File: src/sv/nppe_pkg.sv
// Shared types and constants for the banked NAND page program/erase unit.
// Holds array geometry, operation and status codes, and the transaction structs.
// Depends on nothing; every other file but nppe_ram imports it.
`default_nettype none

package nppe_pkg;

  // Array geometry.
  localparam int NUM_BANKS       = 4;
  localparam int BLOCKS_PER_BANK = 8;
  localparam int PAGES_PER_BLOCK = 32;

  // Index widths; bank and block bits are concatenated to address a block.
  localparam int BANK_W      = (NUM_BANKS > 1) ? $clog2(NUM_BANKS) : 1;
  localparam int BLK_W       = (BLOCKS_PER_BANK > 1) ? $clog2(BLOCKS_PER_BANK) : 1;
  localparam int BIDX_W      = BANK_W + BLK_W;
  localparam int PAGE_W      = $clog2(PAGES_PER_BLOCK);
  localparam int ADDR_W      = BIDX_W + PAGE_W;
  localparam int FILL_DEPTH  = 2 ** BIDX_W;
  localparam int PAGE_DEPTH  = 2 ** ADDR_W;
  localparam int FILL_W      = $clog2(PAGES_PER_BLOCK + 1);
  localparam int WORD_W      = 32;

  // Range limits, sized one bit wider than the index fields.
  localparam logic [8:0] BANK_LIM  = 9'(NUM_BANKS);
  localparam logic [8:0] BLOCK_LIM = 9'(BLOCKS_PER_BANK);
  localparam logic [8:0] PAGE_LIM  = 9'(PAGES_PER_BLOCK);

  // Depth of the queue between the front and back ends.
  localparam int QUEUE_DEPTH = 2;
  localparam int QPTR_W      = $clog2(QUEUE_DEPTH);
  localparam int QCNT_W      = $clog2(QUEUE_DEPTH + 1);

  typedef enum logic [1:0] {
    FUNC_PROGRAM = 2'd0,
    FUNC_READ    = 2'd1,
    FUNC_ERASE   = 2'd2,
    FUNC_NOP     = 2'd3
  } nppe_func_t;

  typedef enum logic [2:0] {
    ST_OK           = 3'd0,
    ST_BAD_BANK     = 3'd1,
    ST_BAD_BLOCK    = 3'd2,
    ST_BAD_PAGE     = 3'd3,
    ST_PAGE_WRITTEN = 3'd4,
    ST_OUT_OF_ORDER = 3'd5,
    ST_READ_EMPTY   = 3'd6,
    ST_ERASE_FREE   = 3'd7
  } nppe_status_t;

  // Command transaction as it arrives.
  typedef struct packed {
    nppe_func_t        func;
    logic [7:0]        bank_index;
    logic [7:0]        block_index;
    logic [7:0]        page_index;
    logic [WORD_W-1:0] write_word;
    logic [WORD_W-1:0] write_spare;
  } nppe_cmd_t;

  // Result transaction.
  typedef struct packed {
    nppe_status_t      status;
    logic [WORD_W-1:0] read_word;
    logic [WORD_W-1:0] read_spare;
  } nppe_rsp_t;

  // Classified command, as held in the queue.
  typedef struct packed {
    nppe_func_t        op;
    nppe_status_t      pre;
    logic [BIDX_W-1:0] bidx;
    logic [PAGE_W-1:0] page;
    logic [WORD_W-1:0] word;
    logic [WORD_W-1:0] spare;
  } nppe_job_t;

  // Queue head as seen by the back end.
  typedef struct packed {
    logic      valid;
    nppe_job_t job;
  } nppe_slot_t;

endpackage

`default_nettype wire

File: src/sv/nppe_front.sv
// Front end: range checks a command and reduces it to a queued job.
// Depends on nppe_pkg for the geometry and the transaction types.
`default_nettype none

module nppe_front import nppe_pkg::*; (
  input  wire nppe_cmd_t cmd,
  output nppe_job_t      job
);

  logic bank_bad;
  logic block_bad;
  logic page_bad;

  assign bank_bad  = {1'b0, cmd.bank_index}  >= BANK_LIM;
  assign block_bad = {1'b0, cmd.block_index} >= BLOCK_LIM;
  assign page_bad  = {1'b0, cmd.page_index}  >= PAGE_LIM;

  // Address checks run in order: bank, block, then page (not for erase); a nop is not checked.
  always_comb begin
    job.op    = cmd.func;
    job.bidx  = {cmd.bank_index[BANK_W-1:0], cmd.block_index[BLK_W-1:0]};
    job.page  = cmd.page_index[PAGE_W-1:0];
    job.word  = cmd.write_word;
    job.spare = cmd.write_spare;
    priority if (cmd.func == FUNC_NOP) begin
      job.pre = ST_OK;
    end else if (bank_bad) begin
      job.pre = ST_BAD_BANK;
    end else if (block_bad) begin
      job.pre = ST_BAD_BLOCK;
    end else if (cmd.func != FUNC_ERASE && page_bad) begin
      job.pre = ST_BAD_PAGE;
    end else begin
      job.pre = ST_OK;
    end
  end

endmodule

`default_nettype wire

File: config.mk
export PLATFORM = sky130hd
export DESIGN_NAME = nppe_front
export DESIGN_NICKNAME = d
export VERILOG_FILES = /design/src/sv/nppe_pkg.sv /design/src/sv/nppe_front.sv
export SDC_FILE = /design/constraint.sdc
export NUM_CORES = 1
export LEC_CHECK = 0
export ABC_AREA = 0
export BUFFER_PORTS_ARGS = -buffer_cell sky130_fd_sc_hd__buf_4
export CAP_MARGIN = 40
export CELL_PAD_IN_SITES_DETAIL_PLACEMENT = 0
export CELL_PAD_IN_SITES_GLOBAL_PLACEMENT = 1
export CORE_MARGIN = 4
export CORE_UTILIZATION = 10
export DETAILED_ROUTE_END_ITERATION = 8
export PLACE_DENSITY_LB_ADDON = 0.1
export SKIP_LAST_GASP = 1
export SYNTH_ARGS = -nofsm -noshare
export SYNTH_HDL_FRONTEND = slang
export SYNTH_SLANG_ARGS = --single-unit
File: constraint.sdc
create_clock -name vclk -period 1.39
set_input_delay 0.278 -clock vclk [all_inputs]
set_output_delay 0.278 -clock vclk [all_outputs]
set_load 0.01 [all_outputs]
==> metrics.log <==
INFO  metric result_of_the_run = finished with violations
INFO  metric failed_checks = negative setup slack
INFO  metric vdd_drop_max = just over 0.05 mV
INFO  metric initial_utilization = around a tenth
INFO  metric proportion_of_layout_cells_with_a_drive_suffix_above_1 = between 80% and 90%
INFO  metric rows = 29
INFO  metric synthesis.area = 658 um^2
INFO  metric synth-warning-count = 0
INFO  metric pwr-share-comb = between 90% and 100%
INFO  metric place.detailed.instances = between 100 and 150
INFO  metric power.internal = 0.0000504 W
INFO  metric postSynthAreaPerCell = between 7 and 8 um^2
INFO  metric drc = 0
INFO  metric groute.usage.overall = 2.20%
INFO  metric path_class = primary input to output pin
INFO  metric hold_depth = 0
INFO  metric power.static_leakage = 0.159 nW
INFO  metric place.port_buffers = 20
INFO  metric post_route_worst_setup_slack = -0.381 ns
INFO  metric via_count_of_the_first_global_routing_pass = ~270
INFO  metric period_needed = between 1.5 and 2 ns
INFO  metric synth.lib_cells_used.distinct = 13
INFO  metric switching_share = a little over a third
INFO  metric drv_cap = 0
INFO  metric wire_length_of_the_first_global_routing_pass = between 1 and 1.5 mm
INFO  metric finalSetupViolCount = 2
INFO  metric dp_hpwl = 998 um
INFO  metric die_footprint = slightly below 8000 um^2
INFO  metric required_worst_endpoint = between 1 and 1.5 ns
INFO  metric vias = 281
INFO  metric post_synth_main_area_contributors = buf_4 (88%), nand2_4 (1.7%), or4b_1 (1.5%)
INFO  metric synth.largest_area_cell = buf_4
INFO  metric grt.overflow.total = 0
INFO  metric flow.area_growth_from_synthesis = -39.2%
INFO  metric synth.net_count = ~180
INFO  metric finalWirelength = 1.20 mm
INFO  metric initial_antenna_violation_count = 0
INFO  metric antenna_cells_inserted = 0
INFO  metric design.core.area = between 6000 and 7000 um^2
INFO  metric maxClockFrequency = around 0.56 GHz
INFO  metric viasPerCell = 2.49
INFO  metric hp-start = cmd[27]
INFO  metric critical_path_peak_fanout = 2
INFO  metric cp.arrival = ~1.5 ns
INFO  metric flops_and_latches = 0
INFO  metric final_antenna_net_count = 0
INFO  metric slew_violations = 0
INFO  metric power_density = 197 nW/um^2
INFO  metric final.period_utilization = 127%
INFO  metric hold_path_end = job[27]
INFO  metric critical_path.endpoint_type = output pin
INFO  metric power.net_switching = 0.0000283 W
INFO  metric dieWidth = ~89 um
INFO  metric totalNegativeSetupSlack = -0.489 ns
INFO  metric top_level_ports = ~170
INFO  metric routabilityCongestion = about 0.60
INFO  metric hold_path_class = primary input to output pin
INFO  metric hold-worst-slack = between 0.5 and 0.6 ns
INFO  metric power_frac_seq = 0%
INFO  metric power.share.clock = 0%
INFO  metric wl_per_cell = between 10 and 15 um
INFO  metric start_kind = primary input
INFO  metric pre_cts_ws = -0.403 ns
INFO  metric fin_nets = approximately 130
INFO  metric timing.final.hold_violations = 0
INFO  metric clockBufferCount = 0
INFO  metric largest_net_degree_at_the_start_of_global_routing = 5
INFO  metric synth_most_common_cell = buf_4
INFO  metric drt_iter0_markers = 1
INFO  metric synth_sequential_area_ratio = 0%
INFO  metric ff_latch_area = 0 um^2
INFO  metric unrepaired_setup_endpoints_after_global_routing = true
INFO  metric post_synth_top_area_share = 87.8%
INFO  metric synthCells = 89
INFO  metric fin_total_pwr = 0.0000787 W
INFO  metric die_h = between 80 and 90 um
INFO  metric layoutNonFillerInstCount = around 110
INFO  metric drt-pass1-iter-count = 2
cell families (layout without fill, tap and decap cells):
| group | Yosys count | count (layout) | share of synthesized area [%] |
|---|---|---|---|
| buf+inv | 78 | 25 | 88.4 |
| compound gates | 3 | 3 | 3.99 |
| other cells | 1 | 1 | 0.570 |
| simple gates | 7 | 7 | 7.03 |
worst max-delay path, stage by stage:
cell       delay (ns)
buf_6            0.09
or3_4            0.38
or4b_4           0.49
o2bb2ai_2        0.12
buf_4            0.13
power groups by stage:
stage	logic [W]	registers (W)	clock network, W
finish	0.0000787	0	0
global route	0.0000844	0	0
CTS	0.0000798	0	0
detailed placement	0.0000701	0	0
global placement	0.0000718	0	0
floorplan	0.000241	0	0
layer usage:
layer  vias up  part of all wire (%)  GRT usage [%]
li1         96                     -              -
met1       126                    26           1.31
met2        33                    37           3.55
met3        26                    23          0.922
met4         0                    14           4.06
met5         -                     0              0
per-stage QoR:
| stage | util (%) | instance area, um^2 |
|---|---|---|
| 2_1_floorplan | - | 664 |
| 3_3_place_gp | 5.56 | 355 |
| 3_5_place_dp | 5.56 | 355 |
| 4_1_cts | 6.21 | 397 |
| 5_1_grt | 6.27 | 400 |
| 6_report | 6.27 | 400 |
cell usage in the layout (no fill, tap or decap):
cell       instances
nand2_4            1
buf_6              3
conb_1             1
inv_1              1
a221oi_2           1
nand2_1            1
or3_4              1
nor3_4             1
nor4_1             1
buf_4             21
o32ai_1            1
nor2_1             1
or4b_4             1
o2bb2ai_2          1
final cells by class:
| cell class | instances | area, um^2 |
|---|---|---|
| Inverter | 1 | 3.75 |
| Fill cell | 756 | 5990 |
| Tap cell | 77 | 96.3 |
| Timing Repair Buffer | 24 | 191 |
| Multi-Input combinational cell | 11 | 109 |
worst max path at each step:
stage	start	to	slack (ns)
detailed placement	cmd[79]	job[74]	-0.40
floorplan	cmd[79]	job[74]	-0.18
global route	cmd[79]	job[74]	-0.40
CTS	cmd[79]	job[74]	-0.38
finish	cmd[79]	job[74]	-0.38
global placement	cmd[79]	job[74]	-0.38
repair_timing:
item / 4_1_cts / 5_1_grt
gates resized for setup: 7 / 1
setup buffers: 1 / 0
pin swaps: 3 / 1
setup endpoints to repair: 2 / 2
hold buffers: 0 / 0
No activity file was read; power rests on OpenSTA's default activity.
