$ cat src/sv/nppe_pkg.sv
// Shared types and constants for the banked NAND page program/erase unit.
// Holds array geometry, operation and status codes, and the transaction structs.
// Depends on nothing; every other file but nppe_ram imports it.
`default_nettype none

package nppe_pkg;

  // Array geometry.
  localparam int NUM_BANKS       = 4;
  localparam int BLOCKS_PER_BANK = 8;
  localparam int PAGES_PER_BLOCK = 32;

  // Index widths; bank and block bits are concatenated to address a block.
  localparam int BANK_W      = (NUM_BANKS > 1) ? $clog2(NUM_BANKS) : 1;
  localparam int BLK_W       = (BLOCKS_PER_BANK > 1) ? $clog2(BLOCKS_PER_BANK) : 1;
  localparam int BIDX_W      = BANK_W + BLK_W;
  localparam int PAGE_W      = $clog2(PAGES_PER_BLOCK);
  localparam int ADDR_W      = BIDX_W + PAGE_W;
  localparam int FILL_DEPTH  = 2 ** BIDX_W;
  localparam int PAGE_DEPTH  = 2 ** ADDR_W;
  localparam int FILL_W      = $clog2(PAGES_PER_BLOCK + 1);
  localparam int WORD_W      = 32;

  // Range limits, sized one bit wider than the index fields.
  localparam logic [8:0] BANK_LIM  = 9'(NUM_BANKS);
  localparam logic [8:0] BLOCK_LIM = 9'(BLOCKS_PER_BANK);
  localparam logic [8:0] PAGE_LIM  = 9'(PAGES_PER_BLOCK);

  // Depth of the queue between the front and back ends.
  localparam int QUEUE_DEPTH = 2;
  localparam int QPTR_W      = $clog2(QUEUE_DEPTH);
  localparam int QCNT_W      = $clog2(QUEUE_DEPTH + 1);

  typedef enum logic [1:0] {
    FUNC_PROGRAM = 2'd0,
    FUNC_READ    = 2'd1,
    FUNC_ERASE   = 2'd2,
    FUNC_NOP     = 2'd3
  } nppe_func_t;

  typedef enum logic [2:0] {
    ST_OK           = 3'd0,
    ST_BAD_BANK     = 3'd1,
    ST_BAD_BLOCK    = 3'd2,
    ST_BAD_PAGE     = 3'd3,
    ST_PAGE_WRITTEN = 3'd4,
    ST_OUT_OF_ORDER = 3'd5,
    ST_READ_EMPTY   = 3'd6,
    ST_ERASE_FREE   = 3'd7
  } nppe_status_t;

  // Command transaction as it arrives.
  typedef struct packed {
    nppe_func_t        func;
    logic [7:0]        bank_index;
    logic [7:0]        block_index;
    logic [7:0]        page_index;
    logic [WORD_W-1:0] write_word;
    logic [WORD_W-1:0] write_spare;
  } nppe_cmd_t;

  // Result transaction.
  typedef struct packed {
    nppe_status_t      status;
    logic [WORD_W-1:0] read_word;
    logic [WORD_W-1:0] read_spare;
  } nppe_rsp_t;

  // Classified command, as held in the queue.
  typedef struct packed {
    nppe_func_t        op;
    nppe_status_t      pre;
    logic [BIDX_W-1:0] bidx;
    logic [PAGE_W-1:0] page;
    logic [WORD_W-1:0] word;
    logic [WORD_W-1:0] spare;
  } nppe_job_t;

  // Queue head as seen by the back end.
  typedef struct packed {
    logic      valid;
    nppe_job_t job;
  } nppe_slot_t;

endpackage

`default_nettype wire

$ cat src/sv/nppe_queue.sv
// Short FIFO of classified jobs between the front and back ends.
// Depends on nppe_pkg for the job and slot types and the queue depth.
`default_nettype none

module nppe_queue import nppe_pkg::*; (
  input  wire logic      clk,
  input  wire logic      rst,
  input  wire logic      push,
  input  wire nppe_job_t push_job,
  input  wire logic      pop,
  output logic           full,
  output nppe_slot_t     head
);

  nppe_job_t         entry [QUEUE_DEPTH];
  logic [QPTR_W-1:0] wr_ptr;
  logic [QPTR_W-1:0] rd_ptr;
  logic [QCNT_W-1:0] count;
  logic              do_push;
  logic              do_pop;

  assign full       = count == QCNT_W'(QUEUE_DEPTH);
  assign do_push    = push && !full;
  assign do_pop     = pop && count != '0;
  assign head.valid = count != '0;
  assign head.job   = entry[rd_ptr];

  // Storage needs no reset.
  always_ff @(posedge clk) begin
    if (do_push) begin
      entry[wr_ptr] <= push_job;
    end
  end

  // Pointers wrap at the queue depth.
  always_ff @(posedge clk) begin
    if (rst) begin
      wr_ptr <= '0;
      rd_ptr <= '0;
      count  <= '0;
    end else begin
      if (do_push) begin
        wr_ptr <= (wr_ptr == QPTR_W'(QUEUE_DEPTH - 1)) ? '0 : wr_ptr + 1'b1;
      end
      if (do_pop) begin
        rd_ptr <= (rd_ptr == QPTR_W'(QUEUE_DEPTH - 1)) ? '0 : rd_ptr + 1'b1;
      end
      if (do_push && !do_pop) begin
        count <= count + 1'b1;
      end else if (do_pop && !do_push) begin
        count <= count - 1'b1;
      end
    end
  end

endmodule

`default_nettype wire

$ cat config.mk
export PLATFORM = sky130hd
export DESIGN_NAME = nppe_queue
export DESIGN_NICKNAME = d
export VERILOG_FILES = /design/src/sv/nppe_pkg.sv /design/src/sv/nppe_queue.sv
export SDC_FILE = /design/constraint.sdc
export NUM_CORES = 1
export LEC_CHECK = 0
export CORE_ASPECT_RATIO = 2
export CORE_MARGIN = 8
export CORE_UTILIZATION = 62
export CTS_CLUSTER_DIAMETER = 40
export CTS_CLUSTER_SIZE = 8
export DETAILED_ROUTE_END_ITERATION = 8
export DONT_BUFFER_PORTS = 1
export HOLD_SLACK_MARGIN = 0.15
export PLACE_DENSITY = 0.88
export SETUP_SLACK_MARGIN = 0.3
export SLEW_MARGIN = 20
export SYNTH_ARGS = -nofsm -noshare
export SYNTH_HDL_FRONTEND = slang
export SYNTH_SLANG_ARGS = --single-unit
export TNS_END_PERCENT = 30
$ cat constraint.sdc
create_clock -name clk -period 3.9 [get_ports clk]
set_input_delay 0.585 -clock clk [delete_from_list [all_inputs] [get_ports clk]]
set_output_delay 0.585 -clock clk [all_outputs]
set_load 0.02 [all_outputs]
==> results of run 1 <==
worst max path at each step:
| stage | startpoint | end | slack (ps) | depth (start not counted) |
|---|---|---|---|---|
| 5_1_grt | flip-flop | head[13] | 1220 | 1 |
| 4_1_cts | flip-flop | head[25] | 1300 | 1 |
| 3_3_place_gp | push | entry[0][11] | 1600 | 4 |
| 6_report | flip-flop | head[4] | 1340 | 1 |
| 3_5_place_dp | push | entry[0][15] | 1550 | 4 |
| 2_1_floorplan | push | entry[1][0] | 840 | 3 |
final cells by class:
| cell class | instances | area share |
|---|---|---|
| sequential | 163 | 0.732 |
| multi-input combinational | 97 | 0.157 |
| clock buffer | 17 | 0.0642 |
| clock inverter | 15 | 0.0223 |
| tap | 104 | 0.0197 |
| timing repair buffer | 1 | 0.00302 |
| inverter | 2 | 0.00113 |
stage by stage:
step / cell area [um2] / total power, W / hold slack (ps)
floorplan: 5960 / 0.00330 / 452
global placement: 6050 / 0.00343 / 467
detailed placement: 6050 / 0.00347 / 480
CTS: 6620 / 0.00504 / 216
global route: 6620 / 0.00515 / 223
finish: 6620 / 0.00499 / 232
state kept, by name, summed over array words and instances, names as in the netlist, named ones only:
signal  flops
count       2
entry     158
rd_ptr      1
wr_ptr      1
synth_stat cells:
| cell | instances |
|---|---|
| buf_6 | 3 |
| edfxtp_1 | 158 |
| nor2b_2 | 1 |
| or2_2 | 1 |
| nor2_1 | 4 |
| xor2_1 | 3 |
| mux2_4 | 10 |
| a21oi_1 | 2 |
| ha_1 | 1 |
| inv_1 | 2 |
| buf_2 | 6 |
| o21ai_0 | 3 |
| and2_1 | 1 |
| mux2_2 | 69 |
| dfxtp_1 | 5 |
| or3_1 | 2 |
report_power, final:
group / leakage, nW / internal [W] / switching [W] / total [W]
clock network: 0.272 / 0.000896 / 0.000682 / 0.00158
registers: 1.52 / 0.00221 / 0.000172 / 0.00238
logic: 0.394 / 0.000366 / 0.000665 / 0.00103
total: 2.18 / 0.00347 / 0.00152 / 0.00499
logic make-up after synthesis:
logic type	share of synthesized area
buffers and inverters	0.0120
DFF	0.813
xor gates and xnor gates	0.00441
muxes	0.156
adders and majority gates	0.00210
AOI/OAI and AO/OA	0.00420
and+or+nand+nor	0.00819
layer usage:
metal  vias up  routed length, um
met5         -                  0
met4         0                285
met3        15                871
met2       109               6540
met1      1222               3180
li1       1087                  -
cell usage in the layout, fill, tap and decap left out:
| master | count |
|---|---|
| nor2b_2 | 1 |
| buf_12 | 1 |
| o21ai_0 | 3 |
| a21oi_1 | 2 |
| nor2_1 | 4 |
| ha_1 | 1 |
| or3_1 | 2 |
| bufinv_16 | 1 |
| edfxtp_1 | 158 |
| dfxtp_1 | 4 |
| clkinv_2 | 2 |
| inv_8 | 3 |
| and2_4 | 1 |
| clkbuf_16 | 17 |
| dfxtp_4 | 1 |
| or2_2 | 1 |
| clkinv_4 | 2 |
| inv_2 | 1 |
| xor2_1 | 3 |
| mux2_2 | 69 |
| inv_6 | 3 |
| mux2_4 | 10 |
| inv_1 | 1 |
| clkinvlp_4 | 4 |
==> results_dict.tcl, run 1 <==
set metrics [dict create \
    status "finished clean" \
    multi_input_area_um2 1040 \
    finalSetupViolCount 0 \
    criticalPathCategory "reg2out" \
    slowest_stage "dfxtp_4" \
    required_ps 3310 \
    postCtsSetupRepairBufs 0 \
    synth-seq-area-share 0.813 \
    crit_buf_inv 0 \
    r2r_cells 4 \
    cp_max_fo 79 \
    grt_overflow 0 \
    vias_per_cell 6.10 \
    fin_ws_ps 1340 \
    grt_max_degree 80 \
    cp_top_family "flip-flops" \
    maxSlewViolCount 0 \
    gr-max-usage-layer "met2" \
    netlist_area_um2 5960 \
    final_util 0.706 \
    dieArea_um2 13200 \
    clkTransAtPathRegs_ps 60 \
    period_share 0.655 \
    synth_warnings 0 \
    core_area_um2 9380 \
    finalSetupTns_ps 0 \
    insertion_delay_ps 410 \
    hold_class "in2reg" \
    initial_core_util 0.635 \
    grt_pass1_vias 2601 \
    clk_path_buf_depth 2 \
    portBuffers 0 \
    wl_um 10900 \
    relSlewSlack 0.287 \
    drc 0 \
    firstDrtPassIters 4 \
    syn_inst 271 \
    hold_viol 0 \
    worstPathArrival_ps 1970 \
    root_buffer "clkbuf_16" \
    h-tree-depth 4 \
    route.detailed.wl_per_inst_um 27.3 \
    worstHoldStart "rst" \
    ctsResizeCount 0 \
    finClkSkew_ps 9.49 \
    synth_top_area_frac 0.797 \
    dpl.cell_count 367 \
    worst_pin_slew_ps 1070 \
    rows 50 \
    via_count 2433 \
    grt_pass1_wl_um 15700 \
    use_met2 0.319 \
    gp_congestion 0.739 \
    nFillCells 554 \
    initialDrtViolationCount 148 \
    ys_types 16 \
    area_growth_pct 11.2 \
    rsz0062_at_grt "false" \
    reg2reg_slack_ps 1640 \
    start_kind "flip-flop" \
    synth.ff_latch_count 163 \
    grt_antenna_before_repair 0 \
    synth_area_leaders "edfxtp_1 (80%), mux2_2 (13%), mux2_4 (2.5%)" \
    cp_cell_sequence "mux2_2" \
    grt_util_met3 0.0711 \
    holdPathStages 1 \
    die_x_um 85.3 \
    ir_drop_mv 0.683 \
    grt_use_total 0.167 \
    ant_nets 0 \
    critPathCaptureType "primary output" \
    clock-sinks 163 \
    drv_cap 0 \
    syn_area_per_cell_um2 22.0 \
    pin_count 164 \
    seq_area_um2 4850 \
    fin_crit_ps 2560 \
    hpwl_um 7500 \
    yosys.area.top_type "edfxtp_1" \
    r2r_start "count[0]" \
    power.density_nw_per_um2 753 \
    drive_gt1_frac 0.397 \
    cts_made_buffers 17 \
    fin_nets 366 \
    cpPeakStageDelay_ps 1040 \
    p_leak_nw 2.18 \
    pre_cts_ws_ps 1550 \
    die_y_um 155 \
    postCtsHoldBufs 0 \
    cts_tree "done" \
    use_met1 0.134 \
    syn_nets 355 \
    antennaDiodeCount 0 \
    instances_no_fill 399 \
    reg2reg_to "entry[0][24]" \
    max_freq_mhz 391 \
]
(Power assumes the default switching activity.)
==> run 2: changes to the inputs <==
- clock period: 3.9 -> 2.5 ns (I/O delays scaled with it)
==> run 2 against run 1 <==
  * Core utilization up 9.1 points
  * Clock-buffer cell count up 2
  * Final cell count up 22%
  * Clock power up 54%
  * Critical path depth up 1
  * Combinational power up 83%
  * Register-to-register slack worse by 1100 ps
  * First-iteration DRC count down 6.1%
  * Sequential power up 52%
  * Non-clock buffer count up 85
  * Largest power group unchanged
==> results_dict.tcl, run 2 (synthesis gave the netlist of run 1 again) <==
set metrics [dict create \
    ir_drop_mv 1.09 \
    finClkSkew_ps 4.90 \
    criticalPathCategory "reg2out" \
    die_x_um 85.3 \
    firstDrtPassIters 4 \
    root_buffer "clkbuf_16" \
    ant_nets 0 \
    portBuffers 0 \
    fin_nets 451 \
    vias_per_cell 5.84 \
    nFillCells 450 \
    finalSetupViolCount 0 \
    dieArea_um2 13200 \
    core_area_um2 9380 \
    grt_pass1_wl_um 18100 \
    drive_gt1_frac 0.313 \
    clk_path_buf_depth 2 \
    top_layer_used "met4" \
    slowest_stage "dfxtp_4" \
    grt_antenna_before_repair 1 \
    finalSetupTns_ps 0 \
    period_share 0.855 \
    gp_congestion 0.764 \
    via_count 2831 \
    worstPathArrival_ps 1760 \
    drv_cap 0 \
    drc 0 \
    layout_common_cells "edfxtp_1 (158), dlygate4sd3_1 (80), mux2_2 (69), clkbuf_16 (17), mux2_4 (10)" \
    h-tree-depth 4 \
    clkTransAtPathRegs_ps 60 \
    grt_use_total 0.188 \
    dr_wl_met3_um 786 \
    grt_pass1_vias 3146 \
    cp_cell_sequence "buf_4 > mux2_2" \
    whs_ps 290 \
    switching_share 0.295 \
    start_kind "flip-flop" \
    crit_buf_inv 1 \
    cp_max_fo 29 \
    rows 50 \
    relSlewSlack 0.506 \
    p_seq_frac 0.454 \
    dpl.cell_count 372 \
    power.density_nw_per_um2 1060 \
    final_common_cell "edfxtp_1" \
    power.share.clock 0.307 \
    largest_register_ff_count 158 \
    max_freq_mhz 468 \
    top_register "entry" \
    grt_overflow 0 \
    cpPeakStageDelay_ps 600 \
    reg.largest.list "entry (158), count (2)" \
    hpwl_um 7610 \
    required_ps 2120 \
    netSwitchingPower_w 0.00235 \
    hold_viol 0 \
    instances_no_fill 485 \
    critPathCaptureType "primary output" \
    maxSlewViolCount 0 \
    hold_class "in2reg" \
    pwr-share-comb 0.238 \
    p_int_w 0.00559 \
    cts_tree "done" \
    p_leak_nw 2.55 \
    status "finished clean" \
    insertion_delay_ps 400 \
    die_y_um 155 \
    initial_core_util 0.635 \
    route.detailed.wl_per_inst_um 25.0 \
    wl_met1_um 3910 \
    grt_max_degree 80 \
    cp_top_family "flip-flops" \
    final_util 0.796 \
    pin_count 164 \
    dr_wl_met2_um 7200 \
    wl_um 12100 \
    worst_pin_slew_ps 741 \
    rsz0062_at_grt "true" \
    initialDrtViolationCount 139 \
    cts_made_buffers 17 \
    fin_crit_ps 2140 \
    clock-sinks 163 \
    area_growth_pct 25.5 \
]
run 2: power by group through the flow:
stage | registers, W | logic, W | clock network, W
final | 0.00361 | 0.00189 | 0.00244
after global routing | 0.00364 | 0.00199 | 0.00260
after CTS | 0.00361 | 0.00190 | 0.00248
after detailed placement | 0.00367 | 0.00178 | 0
after global placement | 0.00363 | 0.00174 | 0
after floorplan | 0.00357 | 0.00157 | 0
run 2: what timing repair did:
item | in CTS | in global routing
gates resized for setup | 0 | 1
buffers inserted | 0 | 0
hold endpoints to repair | 163 | 0
endpoints found under the setup margin | 0 | 97
hold buffers | 80 | 0
run 2: layout make-up:
type / count / area [um2] / area share
Antenna cell: 1 / 2.50 / 0.000335
Multi-Input combinational cell: 97 / 1040 / 0.139
Clock inverter: 13 / 134 / 0.0179
Sequential cell: 163 / 4850 / 0.649
Tap cell: 104 / 130 / 0.0174
Inverter: 2 / 8.76 / 0.00117
Timing Repair Buffer: 86 / 875 / 0.117
Clock buffer: 19 / 433 / 0.0579
run 2: final timing paths:
kind | slack, ps | to | cells after the start | from
max | 360 | head[14] | 2 | flip-flop
min | 290 | wr_ptr | 3 | push
min reg2reg | 520 | wr_ptr | 2 | wr_ptr
max reg2reg | 500 | entry[0][51] | 4 | count[0]
run 2: through the flow:
step	cell area, um2	total power, W	worst slack (ps)
floorplan	5960	0.00514	-322
global placement	6100	0.00537	415
detailed placement	6100	0.00544	319
CTS	7470	0.00800	317
global route	7470	0.00823	278
finish	7470	0.00794	362
run 2: worst min-delay path, stage by stage:
cell and delay [ps]:
inv_1 40, o21ai_0 170, a21oi_1 70
run 2: layer usage:
layer / vias up / global-route usage
li1: 1266 / -
met4: 0 / 0.0892
met1: 1432 / 0.169
met3: 14 / 0.0695
met2: 119 / 0.355
met5: - / 0
